[src/rtl/core/mps_pkg.sv]
`default_nettype none

package mps_pkg;

    // request codes carried in request_kind
    localparam logic [2:0] REQ_NONE  = 3'd0;
    localparam logic [2:0] REQ_ADDR  = 3'd1;
    localparam logic [2:0] REQ_VOLT  = 3'd2;
    localparam logic [2:0] REQ_AMPS  = 3'd3;
    localparam logic [2:0] REQ_WATT  = 3'd4;
    localparam logic [2:0] REQ_ENER  = 3'd5;
    localparam logic [2:0] REQ_FREQ  = 3'd6;
    localparam logic [2:0] REQ_PF    = 3'd7;

    // configuration register indexes
    localparam int unsigned CFG_INDEX_BITS = 2;
    localparam logic [CFG_INDEX_BITS-1:0] CFG_POLL_INTERVAL = 2'd0;
    localparam logic [CFG_INDEX_BITS-1:0] CFG_REPLY_TIMEOUT = 2'd1;
    localparam logic [CFG_INDEX_BITS-1:0] CFG_RX_GAP        = 2'd2;

    // configuration reset values
    localparam logic [15:0] POLL_INTERVAL_RESET = 16'd1000;
    localparam logic [15:0] REPLY_TIMEOUT_RESET = 16'd500;
    localparam logic [7:0]  RX_GAP_RESET        = 8'd50;

    typedef struct packed {
        logic [3:0]  bytes_in;
        logic        frame_ok;
        logic        data_valid;
        logic [31:0] frame_value;
        logic        serial_known;
    } in_item_t;

    typedef struct packed {
        logic [2:0]  request_kind;
        logic        set_serial;
        logic        led_write;
        logic        led_on;
        logic        publish;
        logic [15:0] voltage;
        logic [15:0] amps;
        logic [15:0] watts;
        logic [31:0] watt_hours;
        logic [15:0] frequency;
        logic [15:0] pf_value;
    } out_item_t;

    typedef enum logic [7:0] {
        PH_IDLE = 8'b0000_0001,
        PH_ADDR = 8'b0000_0010,
        PH_VOLT = 8'b0000_0100,
        PH_AMPS = 8'b0000_1000,
        PH_WATT = 8'b0001_0000,
        PH_ENER = 8'b0010_0000,
        PH_FREQ = 8'b0100_0000,
        PH_PF   = 8'b1000_0000
    } phase_t;

endpackage

`default_nettype wire

[src/rtl/core/meter_poll_sequencer.sv]
`default_nettype none

// Polling sequencer for an electricity meter. Every input transfer is one
// millisecond tick and yields exactly one result transfer. After the
// configured poll interval of idle ticks the block issues an address request
// (serial unknown) or walks voltage, current, power, energy, frequency and power
// factor requests, taking each reply once bytes have arrived and the line has
// been quiet for more than rx_gap_ms, and giving up after reply_timeout_ms.
// Rate: one tick per clock cycle while out_stall is low. Each tick passes
// through the input register and then the result register, with the state
// update between them. Configuration writes take effect on the next
// processed tick and should only be issued while no tick is in flight.
module meter_poll_sequencer #(
    parameter int unsigned TIMER_BITS = 16
) (
    input  wire logic                                clk,
    input  wire logic                                rst_n,
    // tick input channel
    input  wire logic                                in_valid,
    output logic                                     in_stall,
    input  wire mps_pkg::in_item_t                   in_data,
    // result output channel
    output logic                                     out_valid,
    input  wire logic                                out_stall,
    output mps_pkg::out_item_t                       out_data,
    // configuration write port
    input  wire logic                                cfg_we,
    input  wire logic [mps_pkg::CFG_INDEX_BITS-1:0]  cfg_index,
    input  wire logic [15:0]                         cfg_data
);
    import mps_pkg::*;

    // compare width wide enough for both the timer and 16-bit thresholds
    localparam int unsigned CMP_BITS = (TIMER_BITS > 16) ? TIMER_BITS : 16;
    localparam logic [TIMER_BITS-1:0] TIMER_MAX = {TIMER_BITS{1'b1}};

    // configuration registers
    logic [15:0] poll_interval_reg;
    logic [15:0] reply_timeout_reg;
    logic [7:0]  rx_gap_reg;

    // input register stage
    logic     s1_valid_reg;
    in_item_t s1_item_reg;

    // sequencer state
    phase_t                ph_reg, ph_next;
    logic [TIMER_BITS-1:0] elapsed_reg, elapsed_next;
    logic                  started_reg, started_next;
    logic [7:0]            quiet_reg, quiet_next;
    logic [15:0]           volt_reg, volt_next;
    logic [15:0]           amps_reg, amps_next;
    logic [15:0]           watt_reg, watt_next;
    logic [31:0]           ener_reg, ener_next;
    logic [15:0]           freq_reg, freq_next;
    logic [15:0]           pf_reg, pf_next;
    logic                  hb_reg, hb_next;

    // result register
    logic      out_valid_reg;
    out_item_t out_item_reg;
    out_item_t res;

    logic s1_advance;
    logic in_take;

    // result slot is free or draining this cycle
    assign s1_advance = s1_valid_reg && (!out_valid_reg || !out_stall);
    assign in_stall   = s1_valid_reg && !s1_advance;
    assign in_take    = in_valid && !in_stall;
    assign out_valid  = out_valid_reg;
    assign out_data   = out_item_reg;

    // configuration writes
    always_ff @(posedge clk or negedge rst_n)
    begin
        if (!rst_n)
        begin
            poll_interval_reg <= POLL_INTERVAL_RESET;
            reply_timeout_reg <= REPLY_TIMEOUT_RESET;
            rx_gap_reg        <= RX_GAP_RESET;
        end
        else if (cfg_we)
        begin
            unique case (cfg_index)
                CFG_POLL_INTERVAL: poll_interval_reg <= cfg_data;
                CFG_REPLY_TIMEOUT: reply_timeout_reg <= cfg_data;
                CFG_RX_GAP:        rx_gap_reg        <= cfg_data[7:0];
                default:           ; // writes past the list are dropped
            endcase
        end
    end

    // input register
    always_ff @(posedge clk or negedge rst_n)
    begin
        if (!rst_n)
        begin
            s1_valid_reg <= 1'b0;
        end
        else if (in_take)
        begin
            s1_valid_reg <= 1'b1;
        end
        else if (s1_advance)
        begin
            s1_valid_reg <= 1'b0;
        end
    end

    always_ff @(posedge clk)
    begin
        if (in_take)
        begin
            s1_item_reg <= in_data;
        end
    end

    // saturate a 32-bit reading to 16 bits
    function automatic logic [15:0] sat16(input logic [31:0] v);
        sat16 = (|v[31:16]) ? 16'hFFFF : v[15:0];
    endfunction

    // tick update
    logic [TIMER_BITS-1:0] elapsed_inc;
    logic [7:0]            quiet_tick;
    logic                  started_tick;
    logic                  reply_done;
    logic                  good;
    logic [CMP_BITS-1:0]   elapsed_cmp;
    logic [CMP_BITS-1:0]   timer_max_cmp;
    logic [CMP_BITS-1:0]   timeout_cmp;
    logic [CMP_BITS-1:0]   poll_cmp;
    logic                  timeout_hit;
    logic                  poll_hit;
    logic                  change;

    always_comb
    begin
        elapsed_inc  = (elapsed_reg != TIMER_MAX) ? elapsed_reg + 1'b1 : elapsed_reg;
        if (s1_item_reg.bytes_in != 4'd0)
        begin
            started_tick = 1'b1;
            quiet_tick   = 8'd0;
        end
        else
        begin
            started_tick = started_reg;
            quiet_tick   = (quiet_reg != 8'hFF) ? quiet_reg + 8'd1 : quiet_reg;
        end

        // thresholds clamped to what the timer can reach
        elapsed_cmp   = CMP_BITS'(elapsed_inc);
        timer_max_cmp = CMP_BITS'(TIMER_MAX);
        timeout_cmp   = CMP_BITS'(reply_timeout_reg);
        poll_cmp      = CMP_BITS'(poll_interval_reg);
        if (timeout_cmp > timer_max_cmp)
        begin
            timeout_cmp = timer_max_cmp;
        end
        if (poll_cmp > timer_max_cmp)
        begin
            poll_cmp = timer_max_cmp;
        end
        timeout_hit = elapsed_cmp >= timeout_cmp;
        poll_hit    = elapsed_cmp >= poll_cmp;

        reply_done = started_tick && (quiet_tick > rx_gap_reg);
        good       = s1_item_reg.frame_ok && s1_item_reg.data_valid;

        ph_next   = ph_reg;
        change    = 1'b0;
        volt_next = volt_reg;
        amps_next = amps_reg;
        watt_next = watt_reg;
        ener_next = ener_reg;
        freq_next = freq_reg;
        pf_next   = pf_reg;
        hb_next   = hb_reg;

        res              = '0;
        res.request_kind = REQ_NONE;

        unique case (ph_reg)
            PH_IDLE:
            begin
                if (poll_hit)
                begin
                    change = 1'b1;
                    if (s1_item_reg.serial_known)
                    begin
                        res.request_kind = REQ_VOLT;
                        ph_next          = PH_VOLT;
                    end
                    else
                    begin
                        res.request_kind = REQ_ADDR;
                        ph_next          = PH_ADDR;
                    end
                end
            end
            PH_ADDR:
            begin
                if (reply_done)
                begin
                    change         = 1'b1;
                    res.set_serial = s1_item_reg.frame_ok;
                    res.led_write  = 1'b1;
                    res.led_on     = s1_item_reg.frame_ok;
                    ph_next        = PH_IDLE;
                end
                else if (timeout_hit)
                begin
                    change  = 1'b1;
                    ph_next = PH_IDLE;
                end
            end
            PH_VOLT:
            begin
                if (reply_done)
                begin
                    change = 1'b1;
                    if (good)
                    begin
                        volt_next      = sat16(s1_item_reg.frame_value);
                        res.set_serial = 1'b1;
                    end
                    res.request_kind = REQ_AMPS;
                    ph_next          = PH_AMPS;
                end
                else if (timeout_hit)
                begin
                    change  = 1'b1;
                    ph_next = PH_IDLE;
                end
            end
            PH_AMPS:
            begin
                if (reply_done)
                begin
                    change = 1'b1;
                    if (good)
                    begin
                        amps_next = sat16(s1_item_reg.frame_value);
                    end
                    res.request_kind = REQ_WATT;
                    ph_next          = PH_WATT;
                end
                else if (timeout_hit)
                begin
                    change  = 1'b1;
                    ph_next = PH_IDLE;
                end
            end
            PH_WATT:
            begin
                if (reply_done)
                begin
                    change = 1'b1;
                    if (good)
                    begin
                        watt_next = sat16(s1_item_reg.frame_value);
                    end
                    res.request_kind = REQ_ENER;
                    ph_next          = PH_ENER;
                end
                else if (timeout_hit)
                begin
                    change  = 1'b1;
                    ph_next = PH_IDLE;
                end
            end
            PH_ENER:
            begin
                if (reply_done)
                begin
                    change = 1'b1;
                    if (good)
                    begin
                        ener_next = s1_item_reg.frame_value;
                    end
                    res.request_kind = REQ_FREQ;
                    ph_next          = PH_FREQ;
                end
                else if (timeout_hit)
                begin
                    change  = 1'b1;
                    ph_next = PH_IDLE;
                end
            end
            PH_FREQ:
            begin
                if (reply_done)
                begin
                    change = 1'b1;
                    if (good)
                    begin
                        freq_next = sat16(s1_item_reg.frame_value);
                    end
                    res.request_kind = REQ_PF;
                    ph_next          = PH_PF;
                end
                else if (timeout_hit)
                begin
                    change  = 1'b1;
                    ph_next = PH_IDLE;
                end
            end
            PH_PF:
            begin
                if (reply_done)
                begin
                    change = 1'b1;
                    // heartbeat only advances on a good last reading
                    if (good)
                    begin
                        pf_next       = sat16(s1_item_reg.frame_value);
                        hb_next       = !hb_reg;
                        res.led_write = 1'b1;
                        res.led_on    = !hb_reg;
                    end
                    res.publish = 1'b1;
                    ph_next     = PH_IDLE;
                end
                else if (timeout_hit)
                begin
                    change  = 1'b1;
                    ph_next = PH_IDLE;
                end
            end
            default:
            begin
                change  = 1'b1;
                ph_next = PH_IDLE;
            end
        endcase

        elapsed_next = change ? '0 : elapsed_inc;
        // a new request throws away whatever reply was in progress
        if (res.request_kind != REQ_NONE)
        begin
            started_next = 1'b0;
            quiet_next   = 8'd0;
        end
        else
        begin
            started_next = started_tick;
            quiet_next   = quiet_tick;
        end

        res.voltage    = volt_next;
        res.amps       = amps_next;
        res.watts      = watt_next;
        res.watt_hours = ener_next;
        res.frequency  = freq_next;
        res.pf_value   = pf_next;
    end

    // state commits only when the tick moves into the result register
    always_ff @(posedge clk or negedge rst_n)
    begin
        if (!rst_n)
        begin
            ph_reg      <= PH_IDLE;
            elapsed_reg <= '0;
            started_reg <= 1'b0;
            quiet_reg   <= 8'd0;
            volt_reg    <= 16'd0;
            amps_reg    <= 16'd0;
            watt_reg    <= 16'd0;
            ener_reg    <= 32'd0;
            freq_reg    <= 16'd0;
            pf_reg      <= 16'd0;
            hb_reg      <= 1'b0;
        end
        else if (s1_advance)
        begin
            ph_reg      <= ph_next;
            elapsed_reg <= elapsed_next;
            started_reg <= started_next;
            quiet_reg   <= quiet_next;
            volt_reg    <= volt_next;
            amps_reg    <= amps_next;
            watt_reg    <= watt_next;
            ener_reg    <= ener_next;
            freq_reg    <= freq_next;
            pf_reg      <= pf_next;
            hb_reg      <= hb_next;
        end
    end

    // result register
    always_ff @(posedge clk or negedge rst_n)
    begin
        if (!rst_n)
        begin
            out_valid_reg <= 1'b0;
        end
        else if (s1_advance)
        begin
            out_valid_reg <= 1'b1;
        end
        else if (!out_stall)
        begin
            out_valid_reg <= 1'b0;
        end
    end

    always_ff @(posedge clk)
    begin
        if (s1_advance)
        begin
            out_item_reg <= res;
        end
    end

    // checks
    a_publish_no_request: assert property (@(posedge clk) disable iff (!rst_n)
        out_valid_reg && out_item_reg.publish |-> out_item_reg.request_kind == REQ_NONE)
        else $error("publish together with a request");

    a_led_on_needs_write: assert property (@(posedge clk) disable iff (!rst_n)
        out_valid_reg && out_item_reg.led_on |-> out_item_reg.led_write)
        else $error("led level without led write");

    a_addr_enters_phase: assert property (@(posedge clk) disable iff (!rst_n)
        s1_advance && res.request_kind == REQ_ADDR |=> ph_reg == PH_ADDR)
        else $error("address request did not enter address phase");

    a_publish_to_idle: assert property (@(posedge clk) disable iff (!rst_n)
        s1_advance && res.publish |=> ph_reg == PH_IDLE && elapsed_reg == '0)
        else $error("cycle end did not return to idle");

endmodule

`default_nettype wire

[config.mk]
export PLATFORM = sky130hd
export DESIGN_NAME = meter_poll_sequencer
export DESIGN_NICKNAME = d
export VERILOG_FILES = /design/src/rtl/core/mps_pkg.sv /design/src/rtl/core/meter_poll_sequencer.sv
export SDC_FILE = /design/constraint.sdc
export NUM_CORES = 1
export LEC_CHECK = 0
export BUFFER_PORTS_ARGS = -buffer_cell sky130_fd_sc_hd__buf_2
export CORE_UTILIZATION = 60
export CTS_BUF_LIST = sky130_fd_sc_hd__clkbuf_8
export CTS_CLUSTER_DIAMETER = 80
export DETAILED_ROUTE_END_ITERATION = 8
export PLACE_DENSITY = 0.78
export SKIP_LAST_GASP = 1
export SYNTH_ARGS = -nofsm -noshare
export SYNTH_HDL_FRONTEND = slang
export SYNTH_SLANG_ARGS = --single-unit
[constraint.sdc]
create_clock -name clk -period 6.2 [get_ports clk]
set_clock_uncertainty 0.05 [all_clocks]
set_input_delay 0.31 -clock clk [delete_from_list [all_inputs] [get_ports clk]]
set_output_delay 0.31 -clock clk [all_outputs]
set_load 0.02 [all_outputs]
# ---- After elaboration in Yosys (flattened, before gate mapping)
# Cells that the tools add are included.
dict set report op_classes {
  addsub 2
  multipliers 0
  n_div 0
  magnitude_cmp 5
  eq_ne 14
  shifts 0
  muxes 60
  n_bitwise 0
  reduce_logical 23
}
# operator n
set op_table {}
lappend op_table {{two-way mux 16 bit} 20}
lappend op_table {{two-way mux 32 bit} 3}
lappend op_table {{two-way mux 8 bit} 11}
lappend op_table {{one-hot mux 8 bit (7 select lines)} 1}
lappend op_table {{>= comparator 16 bit} 2}
lappend op_table {{greater-than comparator 16 bit, second input constant} 2}
lappend op_table {{two-way mux 3 bit} 8}
lappend op_table {{one-hot mux 3 bit (6 select lines)} 1}
lappend op_table {{adder 16 x 1 -> 16 bit, second input constant} 1}
lappend op_table {{inequality test 16 bit, second input constant} 1}
lappend op_table {{OR reduction 16 bit} 1}
lappend op_table {{two-way mux 1 bit} 10}
lappend op_table {{adder 8 x 1 -> 8 bit, second input constant} 1}
lappend op_table {{equality test 8 x 1 -> 1 bit, second input constant} 1}
lappend op_table {{equality test 8 x 2 -> 1 bit, second input constant} 1}
lappend op_table {{equality test 8 x 3 -> 1 bit, second input constant} 1}
lappend op_table {{equality test 8 x 4 -> 1 bit, second input constant} 1}
lappend op_table {{equality test 8 x 5 -> 1 bit, second input constant} 1}
lappend op_table {{equality test 8 x 6 -> 1 bit, second input constant} 1}
lappend op_table {{equality test 8 x 7 -> 1 bit, second input constant} 1}
lappend op_table {{equality test 8 bit, second input constant} 1}
lappend op_table {{greater-than comparator 8 bit} 1}
lappend op_table {{inequality test 8 bit, second input constant} 1}
lappend op_table {{AND reduction 2 bit} 4}
lappend op_table {{other kinds (17)} 28}
dict set report totals {
  ff_bits 346
  latch_bits 0
  ramBits 0
  romBits 0
  input_bits 62
  out_inout_bits 121
  wordCells 136
  n_memories 0
}

# ---- Depth between registers and ports, before layout
# Gate-level depths: netlist of run 1.
dict set report logic_depth {
  depth_word 9
  depth_mapped 18
  ltp_nobuf 15
}

# ---- Worst setup path after synthesis of run 1
# No wires, ideal clock.
dict set report synth_path {
  kind {register to register}
  start {register out_valid_reg (netlist: out_valid)}
  end {register elapsed_reg[12]}
  setup_ns 0.133
  arrival_ns 4.915
  required_ns 6.017
  path_slack_ns 1.103
  stages_incl_launch_ff 8
  n_path_buf 2
  period_less_slack_ns 5.097
  path_cell_list {dfrtp_1 nand2_1 nand2_1 inv_1 clkbuf_1 buf_1 mux2i_1 nor2_1}
}
dict set report synth_between {
  elab_chain_len 3
}
# element line
set synth_rtl {}
lappend synth_rtl {{start: declaration} meter_poll_sequencer.sv:60} ;# logic out_valid_reg;
lappend synth_rtl {{start signal: assignment} meter_poll_sequencer.sv:397} ;# out_valid_reg <= 1'b0;
lappend synth_rtl {{start signal: assignment} meter_poll_sequencer.sv:401} ;# out_valid_reg <= 1'b1;
lappend synth_rtl {{start signal: assignment} meter_poll_sequencer.sv:405} ;# out_valid_reg <= 1'b0;
lappend synth_rtl {{zero test 1 bit} meter_poll_sequencer.sv:68} ;# assign s1_advance = s1_valid_reg && (!out_valid_reg || !out_stall);
lappend synth_rtl {{logical OR 1 bit} meter_poll_sequencer.sv:68}
lappend synth_rtl {{logical AND 1 bit} meter_poll_sequencer.sv:68}
lappend synth_rtl {{named net s1_advance} meter_poll_sequencer.sv:64} ;# logic s1_advance;
lappend synth_rtl {{end signal: assignment} meter_poll_sequencer.sv:379} ;# elapsed_reg <= elapsed_next;
lappend synth_rtl {{end: declaration} meter_poll_sequencer.sv:48} ;# logic [TIMER_BITS-1:0] elapsed_reg, elapsed_next;
# The timed path passes the listed nets, and every way through them passes these cells.
# A chain may end at the register's enable or synchronous reset.

# ---- Final worst setup path of run 1
dict set report layout_path {
  start {register quiet_reg[0]}
  end {register ener_reg[0]}
}
dict set report layout_between {
  elab_chain_len 7
  word_cells_on_any_way 8
  classes_between {add/sub (1); order compare (1); eq/ne (1); mux (4); reduce/logical (1)}
}
# element line
set layout_rtl {}
lappend layout_rtl {{start: declaration} meter_poll_sequencer.sv:50} ;# logic [7:0] quiet_reg, quiet_next;
lappend layout_rtl {{start signal: assignment} meter_poll_sequencer.sv:381} ;# quiet_reg <= quiet_next;
lappend layout_rtl {{adder 8 x 1 -> 8 bit or inequality test 8 bit (tied branches)} meter_poll_sequencer.sv:149} ;# quiet_tick = (quiet_reg != 8'hFF) ? quiet_reg + 8'd1 : quiet_reg;
lappend layout_rtl {{two-way mux 8 bit *} meter_poll_sequencer.sv:149}
lappend layout_rtl {{two-way mux 8 bit *} meter_poll_sequencer.sv:141} ;# if (s1_item_reg.bytes_in != 4'd0)
lappend layout_rtl {{greater-than comparator 8 bit *} meter_poll_sequencer.sv:168} ;# reply_done = started_tick && (quiet_tick > rx_gap_reg);
lappend layout_rtl {{logical AND 1 bit *} meter_poll_sequencer.sv:168}
lappend layout_rtl {{two-way mux 32 bit *} meter_poll_sequencer.sv:275} ;# if (reply_done)
lappend layout_rtl {{two-way mux 32 bit *} meter_poll_sequencer.sv:184} ;# unique case (ph_reg)
lappend layout_rtl {{end signal: assignment} meter_poll_sequencer.sv:385} ;# ener_reg <= ener_next;
lappend layout_rtl {{end: declaration} meter_poll_sequencer.sv:54} ;# logic [31:0] ener_reg, ener_next;
# Every way passes the cells marked *; elsewhere a longest branch is shown, timed or not.

==> results_dict.tcl, run 1 <==
set metrics [dict create \
    grt_util_met2_pct 42.1 \
    crit_fanout 32 \
    drc 0 \
    critPathSlowestCell "and3_2" \
    fillCellCount 1735 \
    slew_violations 0 \
    nNetsFinal 1600 \
    grt_pass1_vias 10200 \
    setup_tns_ps 0 \
    clk_pin_slew_ps 70 \
    synth_top_area_cell "edfxtp_1" \
    cts-root-buf "clkbuf_8" \
    initial_core_util_pct 61.7 \
    die-area_um2 25900 \
    mostFrequentLayoutCells "181 x buf_2, 180 x nand2_1, 172 x dfrtp_1" \
    syn_nets 1353 \
    grt_use_met3_pct 4.55 \
    required_ps 6600 \
    cts_tree "done" \
    die_x_um 161 \
    area_growth_pct 18.6 \
    synthAdderAreaFrac_pct 3.47 \
    grt_max_degree 98 \
    fp.coreArea_um2 24500 \
    finalCritPeriodShare_pct 74.5 \
    row_count 57 \
    drive_gt1_share_pct 26.6 \
    synthSimpleGateAreaFrac_pct 11.2 \
    start_kind "register" \
    antenna_found_initial 0 \
    cp_common_cell "nor2_1" \
    drt_iter0_markers 724 \
    stdcell_area_um2 18000 \
    yosys.cell_types.count 70 \
    max_stage_delay_ps 1040 \
    arrival_ps 5020 \
    crit_type "register to register" \
    peakVddDrop_mv 0.202 \
    largest_register_ffs 119 \
    cts_buffers 53 \
    async_flop_share_pct 54.3 \
    yosysWarnings 0 \
    numPortBuffers 182 \
    synth_top_family_by_area "simple AND/OR/NAND/NOR gates" \
    placed_area_um2 16200 \
    power.leakage_nw 7.97 \
    drt.antenna.violating_nets 0 \
    timing.fmax_mhz 216 \
    hold_viol 0 \
    cts.sinks 346 \
    grt_usage_pct 26.4 \
    drtPass1Iterations 5 \
    cts.path.max_buffers 3 \
    grt-busiest-layer "met2" \
    syn_avg_cell_area_um2 12.1 \
    synth_flop_cell "dfrtp_1" \
    synth_top_area_share_pct 31.3 \
    clk_latency_ps 580 \
    antennaDiodeCount 0 \
    dpl.hpwl_um 21100 \
    wl_um 33200 \
    synth_mux_area_share_pct 7.57 \
    yosys_register_bits 346 \
    syn_area_um2 15100 \
    hp-class "primary input to register" \
    via_count 10300 \
    slew_headroom_pct 22.2 \
    synth-seq-area-share_pct 62.5 \
    h-tree-depth 2 \
    gp_congestion 0.846 \
    syn_inst 1249 \
    vias_per_cell 5.55 \
    wl_per_cell_um 17.8 \
    status "finished, final reports clean" \
    setup_violations 0 \
    cp_cell_sequence "ha_1 -> nand3_1 -> nor2_1 -> nor2_1 -> nand3_1 -> xor2_1 -> nor2_1 -> ha_1 -> and4_1 -> o211ai_2 -> a21o_2 -> a21oi_2 -> and3_2 -> mux2_2" \
    synth_area_leaders "edfxtp_1 31%, dfrtp_1 28%, o21ai_0 5.2%" \
    final_common_cell "buf_2" \
    grt_overflow 0 \
    worstSetupEndpointType "register" \
    power.density_nw_per_um2 296 \
    tightest_slew_ps 1160 \
    die_h_um 161 \
    synth_xor_area_share_pct 1.56 \
    period_needed_ps 4620 \
    maxCapViolCount 0 \
    synth-edff-count 158 \
    synth_compound_area_share_pct 10.1 \
    grt_setup_unrepaired "no" \
    io_pins 183 \
    grt_pass1_wl_um 53400 \
    grt_util_met1_pct 36.9 \
]
==> per-stage QoR <==
step / hold slack (ps) / utilization [%] / cells / total power, mW / worst slack (ps)
after floorplan: -35.6 / - / 1249 / 3.09 / 1100
after global placement: 403 / 66.0 / 1706 / 3.27 / 1720
after detailed placement: 393 / 66.0 / 1706 / 3.29 / 1610
after CTS: 180 / 73.2 / 1864 / 5.35 / 1590
after global routing: 231 / 73.2 / 1864 / 5.55 / 1150
final: 206 / 73.2 / 1864 / 5.32 / 1580
==> synth_stat cells (3+ instances only) <==
| cell type | count |
|---|---|
| buf_4 | 3 |
| nor2b_1 | 3 |
| nor2_1 | 93 |
| and4_1 | 7 |
| buf_12 | 3 |
| nor3_1 | 14 |
| buf_6 | 6 |
| nor3b_1 | 5 |
| xor2_1 | 10 |
| ha_1 | 42 |
| inv_1 | 46 |
| dfstp_2 | 16 |
| a21o_1 | 7 |
| nand2_1 | 180 |
| a21oi_1 | 39 |
| nand3_1 | 28 |
| o2bb2ai_1 | 4 |
| and2_1 | 5 |
| or3_1 | 3 |
| clkbuf_1 | 16 |
| a211oi_1 | 3 |
| nor4_1 | 6 |
| edfxtp_1 | 158 |
| o211ai_1 | 3 |
| o21ai_0 | 156 |
| dfrtp_1 | 172 |
| nand3b_1 | 4 |
| o21ai_1 | 3 |
| nand4_1 | 8 |
| mux2_4 | 30 |
| nand2b_1 | 4 |
| o21a_1 | 3 |
| xnor2_1 | 17 |
| a21oi_2 | 16 |
| buf_2 | 26 |
| o32ai_1 | 3 |
| mux2_1 | 6 |
| mux2_2 | 54 |
| and3_1 | 4 |
| a22o_1 | 3 |
==> area by class of cell <==
cell class              count  area (um2)  area share [%]
clock buffers              65         895            4.98
clock inverters            34         280            1.56
inverters                  46         178           0.989
multi-input cells         800        5160            28.7
flip-flops and latches    346        9470            52.7
well taps                 324         405            2.26
repair buffers            249        1570            8.75
==> metal layers <==
metal | wire length, um | up-vias
li1 | - | 4924
met5 | 0 | -
met2 | 15900 | 385
met4 | 933 | 0
met1 | 14400 | 4970
met3 | 1940 | 65
==> final timing paths <==
| path | startpoint | to | slack (ps) | cells past startpoint |
|---|---|---|---|---|
| worst max-delay path | quiet_reg[0] | ener_reg[0] | 1580 | 14 |
| worst min-delay path | cfg_index[1] | poll_interval_reg[6] | 210 | 5 |
| worst max register to register | quiet_reg[0] | ener_reg[0] | 1580 | 14 |
| worst min register to register | pf_reg[8] | pf_reg[8] | 430 | 2 |
| max in group asynchronous | rst_n | ph_reg[5] | 4590 | 3 |
| min in group asynchronous | rst_n | pf_reg[4] | 350 | 2 |
==> kinds of logic (layout without fill, tap and decap cells) <==
logic type               Yosys count  count (layout)
flip-flops                       346             346
adder cells (fa/ha/maj)           42              42
multiplexers                      92              92
buffers and inverters            103             394
AND/OR/NAND/NOR                  378             378
AO/OA/AOI/OAI                    261             261
XOR/XNOR                          27              27
==> report_power, final <==
part	internal [mW]	switching [mW]
Clock	1.16	0.880
Sequential	2.57	0.0899
Combinational	0.239	0.379
Total	3.97	1.35
==> worst max-delay path, delay by kind of cell (launching register included) <==
kind                       cells  cell delay (ps)
and+or+nand+nor                7             2070
muxes                          1              410
DFF                            1              410
xor gates and xnor gates       1              210
adders and majority gates      2              540
AOI/OAI and AO/OA              3              780
==> timing repair <==
action	CTS	global route
gates resized for setup	0	0
hold buffers	59	0
endpoints found under the hold margin	176	0
setup buffers	0	0
(Power assumes the default switching activity.)
==> run 2: changes to the inputs <==
--- a/config.mk
+++ b/config.mk
@@ -6,11 +6,11 @@
 export NUM_CORES = 1
 export LEC_CHECK = 0
 export BUFFER_PORTS_ARGS = -buffer_cell sky130_fd_sc_hd__buf_2
-export CORE_UTILIZATION = 60
+export CORE_UTILIZATION = 55
 export CTS_BUF_LIST = sky130_fd_sc_hd__clkbuf_8
 export CTS_CLUSTER_DIAMETER = 80
 export DETAILED_ROUTE_END_ITERATION = 8
-export PLACE_DENSITY = 0.78
+export PLACE_DENSITY = 0.75
 export SKIP_LAST_GASP = 1
 export SYNTH_ARGS = -nofsm -noshare
 export SYNTH_HDL_FRONTEND = slang
==> constraint.sdc (replaced) <==
create_clock -name clk -period 3.8 [get_ports clk]
set_clock_uncertainty 0.05 [all_clocks]
set_input_delay 0.19 -clock clk [delete_from_list [all_inputs] [get_ports clk]]
set_output_delay 0.19 -clock clk [all_outputs]
set_load 0.02 [all_outputs]
==> results_dict.tcl, run 2 (synthesis gave the netlist of run 1 again) <==
set metrics [dict create \
    status "finished, final reports clean" \
    r2r-end "quiet_reg[3]" \
    cts.path.max_buffers 3 \
    tightest_slew_ps 1010 \
    grt_usage_pct 24.7 \
    power.density_nw_per_um2 458 \
    dpl.hpwl_um 22300 \
    finalCritPeriodShare_pct 97.2 \
    grt_pass1_vias 10300 \
    fp.coreArea_um2 27000 \
    cts_tree "done" \
    crit_fanout 7 \
    final_common_cell "buf_2" \
    grt_overflow 0 \
    row_count 60 \
    gp_congestion 0.878 \
    drt_iter0_markers 830 \
    area_growth_pct 21.8 \
    h-tree-depth 2 \
    clk_pin_slew_ps 60 \
    hp-class "primary input to register" \
    hold_viol 0 \
    clk_latency_ps 590 \
    grt_max_degree 120 \
    whs_endpoint "poll_interval_reg[7]" \
    cts.sinks 346 \
    cts-root-buf "clkbuf_8" \
    setup_violations 0 \
    arrival_ps 4160 \
    slew_headroom_pct 33.0 \
    antennaDiodeCount 0 \
    crit_type "register to register" \
    r2r_cells 17 \
    io_pins 183 \
    stdcell_area_um2 18400 \
    hold_start "cfg_index[0]" \
    max_stage_delay_ps 460 \
    grt_pass1_wl_um 54400 \
    required_ps 4270 \
    timing.rr.start "elapsed_reg[0]" \
    holdPathStages 5 \
    critPathSlowestCell "or3_4" \
    initial_core_util_pct 56.2 \
    drt.antenna.violating_nets 0 \
    numPortBuffers 182 \
    power.leakage_nw 8.25 \
    worstSetupEndpointType "register" \
    maxCapViolCount 0 \
    timing.fmax_mhz 271 \
    cts_buffers 55 \
    path_buf_inv 2 \
    via_count 10600 \
    rrSetupSlack_ps 110 \
    drtPass1Iterations 5 \
    die_h_um 168 \
    wl_um 34400 \
    cp_cell_sequence "ha_2 -> and2_4 -> nand4_1 -> or3_4 -> nand2_4 -> nor2_2 -> xor2_2 -> ha_1 -> a21o_1 -> a21oi_2 -> o32ai_2 -> a2111oi_2 -> buf_4 -> buf_6 -> o21ai_4 -> o31ai_1 -> a22o_1" \
    cp_top_family "compound AO/OA/AOI/OAI gates" \
    wl_per_cell_um 17.8 \
    vias_per_cell 5.45 \
    drive_gt1_share_pct 29.6 \
    drc 0 \
    slew_violations 0 \
    placed_area_um2 16600 \
    crit_cells 17 \
    start_kind "register" \
    die_x_um 168 \
    antenna_found_initial 0 \
    final_util_pct 68.4 \
    die-area_um2 28200 \
    largest_register_ffs 119 \
    mostFrequentLayoutCells "181 x buf_2, 178 x nand2_1, 171 x dfrtp_1" \
    nNetsFinal 1655 \
    period_needed_ps 3690 \
    peakVddDrop_mv 0.297 \
]
-- run 2: worst max path at each step --
stage                    from             end  slack (ps)
6_report       elapsed_reg[0]    quiet_reg[3]         110
5_1_grt          quiet_reg[0]    out_data[29]         -50
4_1_cts        elapsed_reg[1]       ph_reg[6]          30
3_5_place_dp   elapsed_reg[1]       ph_reg[2]         -40
3_3_place_gp   elapsed_reg[1]       ph_reg[2]          70
2_1_floorplan  elapsed_reg[0]  elapsed_reg[1]          30
-- run 2: final cells by class --
type / instances / area, um2
flip-flops and latches: 346 / 9470
fillers: 1913 / 8510
multi-input cells: 800 / 5280
repair buffers: 302 / 2050
clock buffers: 60 / 826
well taps: 341 / 427
clock inverters: 43 / 213
inverters: 46 / 178
-- run 2: what timing repair did --
action / CTS / global route
pin swaps: 0 / 14
resized for setup: 2 / 29
setup buffers: 0 / 8
endpoints found under the hold margin: 183 / 0
endpoints found under the setup margin: 20 / 131
hold buffers: 59 / 0
-- run 2: worst min-delay path: stages --
cell and delay (ps):
buf_2 100, nor3b_2 40, buf_4 210, nand2_1 90, o21ai_0 70
-- run 2: per-layer routing --
metal  share of wire (%)  vias to the layer above  track usage (%)
li1                    -                     5036                -
met1                  44                     5048             34.0
met2                  47                      384             40.1
met3                 5.6                       95             3.69
met4                 3.3                        0             8.86
met5                   0                        -                0
-- run 2: through the flow --
stage	setup slack, ps	power, mW	instances	hold WS, ps	setup TNS [ps]
2_1_floorplan	30.6	5.04	1249	-156	0
3_3_place_gp	68.0	5.40	1768	316	0
3_5_place_dp	-44.9	5.43	1768	318	-167
4_1_cts	26.2	8.44	1930	59.3	0
5_1_grt	-50.3	8.81	1938	108	-397
6_report	106	8.44	1938	87.4	0
-- run 2: power by group --
part           switching, mW  total (mW)  internal, mW  leakage, nW
Clock                   1.43        2.95          1.52        0.646
Sequential             0.135        4.33          4.20         4.07
Combinational          0.696        1.15         0.457         3.53
==> run 3: changes to the inputs <==
==> constraint.sdc (replaced) <==
create_clock -name clk -period 3.8 [get_ports clk]
set_clock_uncertainty 0.05 [all_clocks]
set_input_delay 0.76 -clock clk [delete_from_list [all_inputs] [get_ports clk]]
set_output_delay 0.76 -clock clk [all_outputs]
set_load 0.02 [all_outputs]
==> results_dict.tcl, run 3 (synthesis gave the netlist of run 1 again) <==
set metrics [dict create \
    rrSetupSlack_ps 180 \
    drt_iter0_markers 669 \
    intPower_mw 6.10 \
    mostFrequentLayoutCells "181 x buf_2, 178 x nand2_1, 172 x dfrtp_1" \
    final_common_cell "buf_2" \
    path_buf_inv 1 \
    timing.rr.start "elapsed_reg[1]" \
    hold_ws_ps 213 \
    cp-endpoint "elapsed_reg[13]" \
    antennaDiodeCount 0 \
    crit_fanout 21 \
    cts_tree "done" \
    drc 0 \
    nNetsFinal 1598 \
    fp.coreArea_um2 27000 \
    row_count 60 \
    hold_viol 0 \
    slew_headroom_pct 35.5 \
    status "finished, final reports clean" \
    cts-root-buf "clkbuf_8" \
    initial_core_util_pct 56.2 \
    start_kind "register" \
    grt_usage_pct 23.6 \
    arrival_ps 4040 \
    slew_violations 0 \
    r2r-end "elapsed_reg[13]" \
    drt.antenna.violating_nets 0 \
    grt_pass1_vias 9925 \
    cp_cell_sequence "ha_2 -> and2_4 -> nand4_1 -> or3_4 -> nand2_4 -> nor2_1 -> xor2_1 -> ha_1 -> a21o_1 -> a21oi_2 -> o32ai_2 -> a2111oi_4 -> a21o_1 -> nor2_1 -> buf_12 -> a311oi_1" \
    power.leakage_nw 8.00 \
    r2r_cells 16 \
    seq_power_share_pct 52.0 \
    cp_top_family "compound AO/OA/AOI/OAI gates" \
    cts_hold_buffers 0 \
    drtPass1Iterations 5 \
    die_x_um 168 \
    tightest_slew_ps 968 \
    grt_max_degree 94 \
    clkPwrFrac_pct 35.1 \
    peakVddDrop_mv 0.268 \
    worstSetupEndpointType "register" \
    gp_congestion 0.826 \
    switching_share_pct 26.6 \
    cts.path.max_buffers 3 \
    h-tree-depth 2 \
    hp-class "primary input to asynchronous set/reset pin" \
    max_stage_delay_ps 460 \
    total_power_mw 8.31 \
    placed_area_um2 16600 \
    required_ps 4220 \
    maxCapViolCount 0 \
    numPortBuffers 182 \
    timing.fmax_mhz 276 \
    dp.cells 1771 \
    via_count 10200 \
    cts.sinks 346 \
    power.density_nw_per_um2 467 \
    crit_type "register to register" \
    wl_um 32900 \
    grt_setup_unrepaired "yes" \
    die_h_um 168 \
    power.share.combinational_pct 12.8 \
    vias_per_cell 5.41 \
    fillCellCount 2048 \
    cts_buffers 55 \
    clk_latency_ps 580 \
    crit_cells 16 \
    final_cells 1879 \
    antenna_found_initial 0 \
    critPathSlowestCell "or3_4" \
    largest_register_ffs 119 \
    area_growth_pct 17.5 \
    clk_pin_slew_ps 60 \
    drive_gt1_share_pct 30.2 \
    startpoint "elapsed_reg[1]" \
    wl_per_cell_um 17.5 \
    period_needed_ps 3620 \
    die-area_um2 28200 \
    setup_ws_ps 177 \
    grt_pass1_wl_um 52300 \
    place_ws_ps 54.6 \
    finalCritPeriodShare_pct 95.3 \
    grt_overflow 0 \
    stdcell_area_um2 17800 \
    power_switching_mw 2.21 \
    setup_violations 0 \
    dpl.hpwl_um 22400 \
    io_pins 183 \
]
-- run 3: worst reg2reg max path, delay by kind of cell (launching register included) --
kind / cells / cell delay, ps
xor gates and xnor gates: 1 / 150
buffers and inverters: 1 / 160
DFF: 1 / 390
and+or+nand+nor: 6 / 970
AOI/OAI and AO/OA: 6 / 1270
adders and majority gates: 2 / 510
-- run 3: power groups by stage --
stage          sequential (mW)  clock, mW  combinational (mW)
2_1_floorplan             4.48          0               0.559
3_3_place_gp              4.39          0                1.02
3_5_place_dp              4.40          0                1.04
4_1_cts                   4.33       2.98                1.04
5_1_grt                   4.35       3.14                1.20
6_report                  4.33       2.92                1.07
-- run 3: layout make-up --
cell class / count / area [um2] / share of cell area, %
Sequential cell: 346 / 9470 / 53.2
Multi-Input combinational cell: 800 / 5250 / 29.5
Timing Repair Buffer: 245 / 1440 / 8.11
Clock buffer: 59 / 812 / 4.57
Tap cell: 341 / 427 / 2.40
Clock inverter: 42 / 208 / 1.17
Inverter: 46 / 178 / 0.999
-- run 3: worst min-delay path by stage --
| stage | from | to | slack [ps] | cells past startpoint |
|---|---|---|---|---|
| floorplan | hb_reg | hb_reg | 390 | 1 |
| global placement | hb_reg | hb_reg | 400 | 1 |
| detailed placement | pf_reg[14] | pf_reg[14] | 420 | 2 |
| CTS | rst_n | pf_reg[13] | 230 | 1 |
| global route | rst_n | pf_reg[13] | 260 | 1 |
| finish | rst_n | pf_reg[13] | 210 | 1 |
-- run 3: repair_timing --
action                     in CTS  in global routing
setup buffers                   0                  7
resized for setup               0                 17
setup endpoints to repair       0                 84
-- run 3: stage by stage --
stage	utilization [%]	setup TNS [ps]
finish	66.0	0
global route	66.0	-24.9
CTS	65.5	0
detailed placement	61.7	0
global placement	61.7	0
floorplan	-	0
-- run 3: routing by layer --
layer	up-vias	GRT usage, %	routed length (um)
li1	4931	-	-
met1	4877	31.9	14500
met2	294	39.7	16100
met3	62	3.76	1630
met4	0	6.86	737
met5	-	0	0
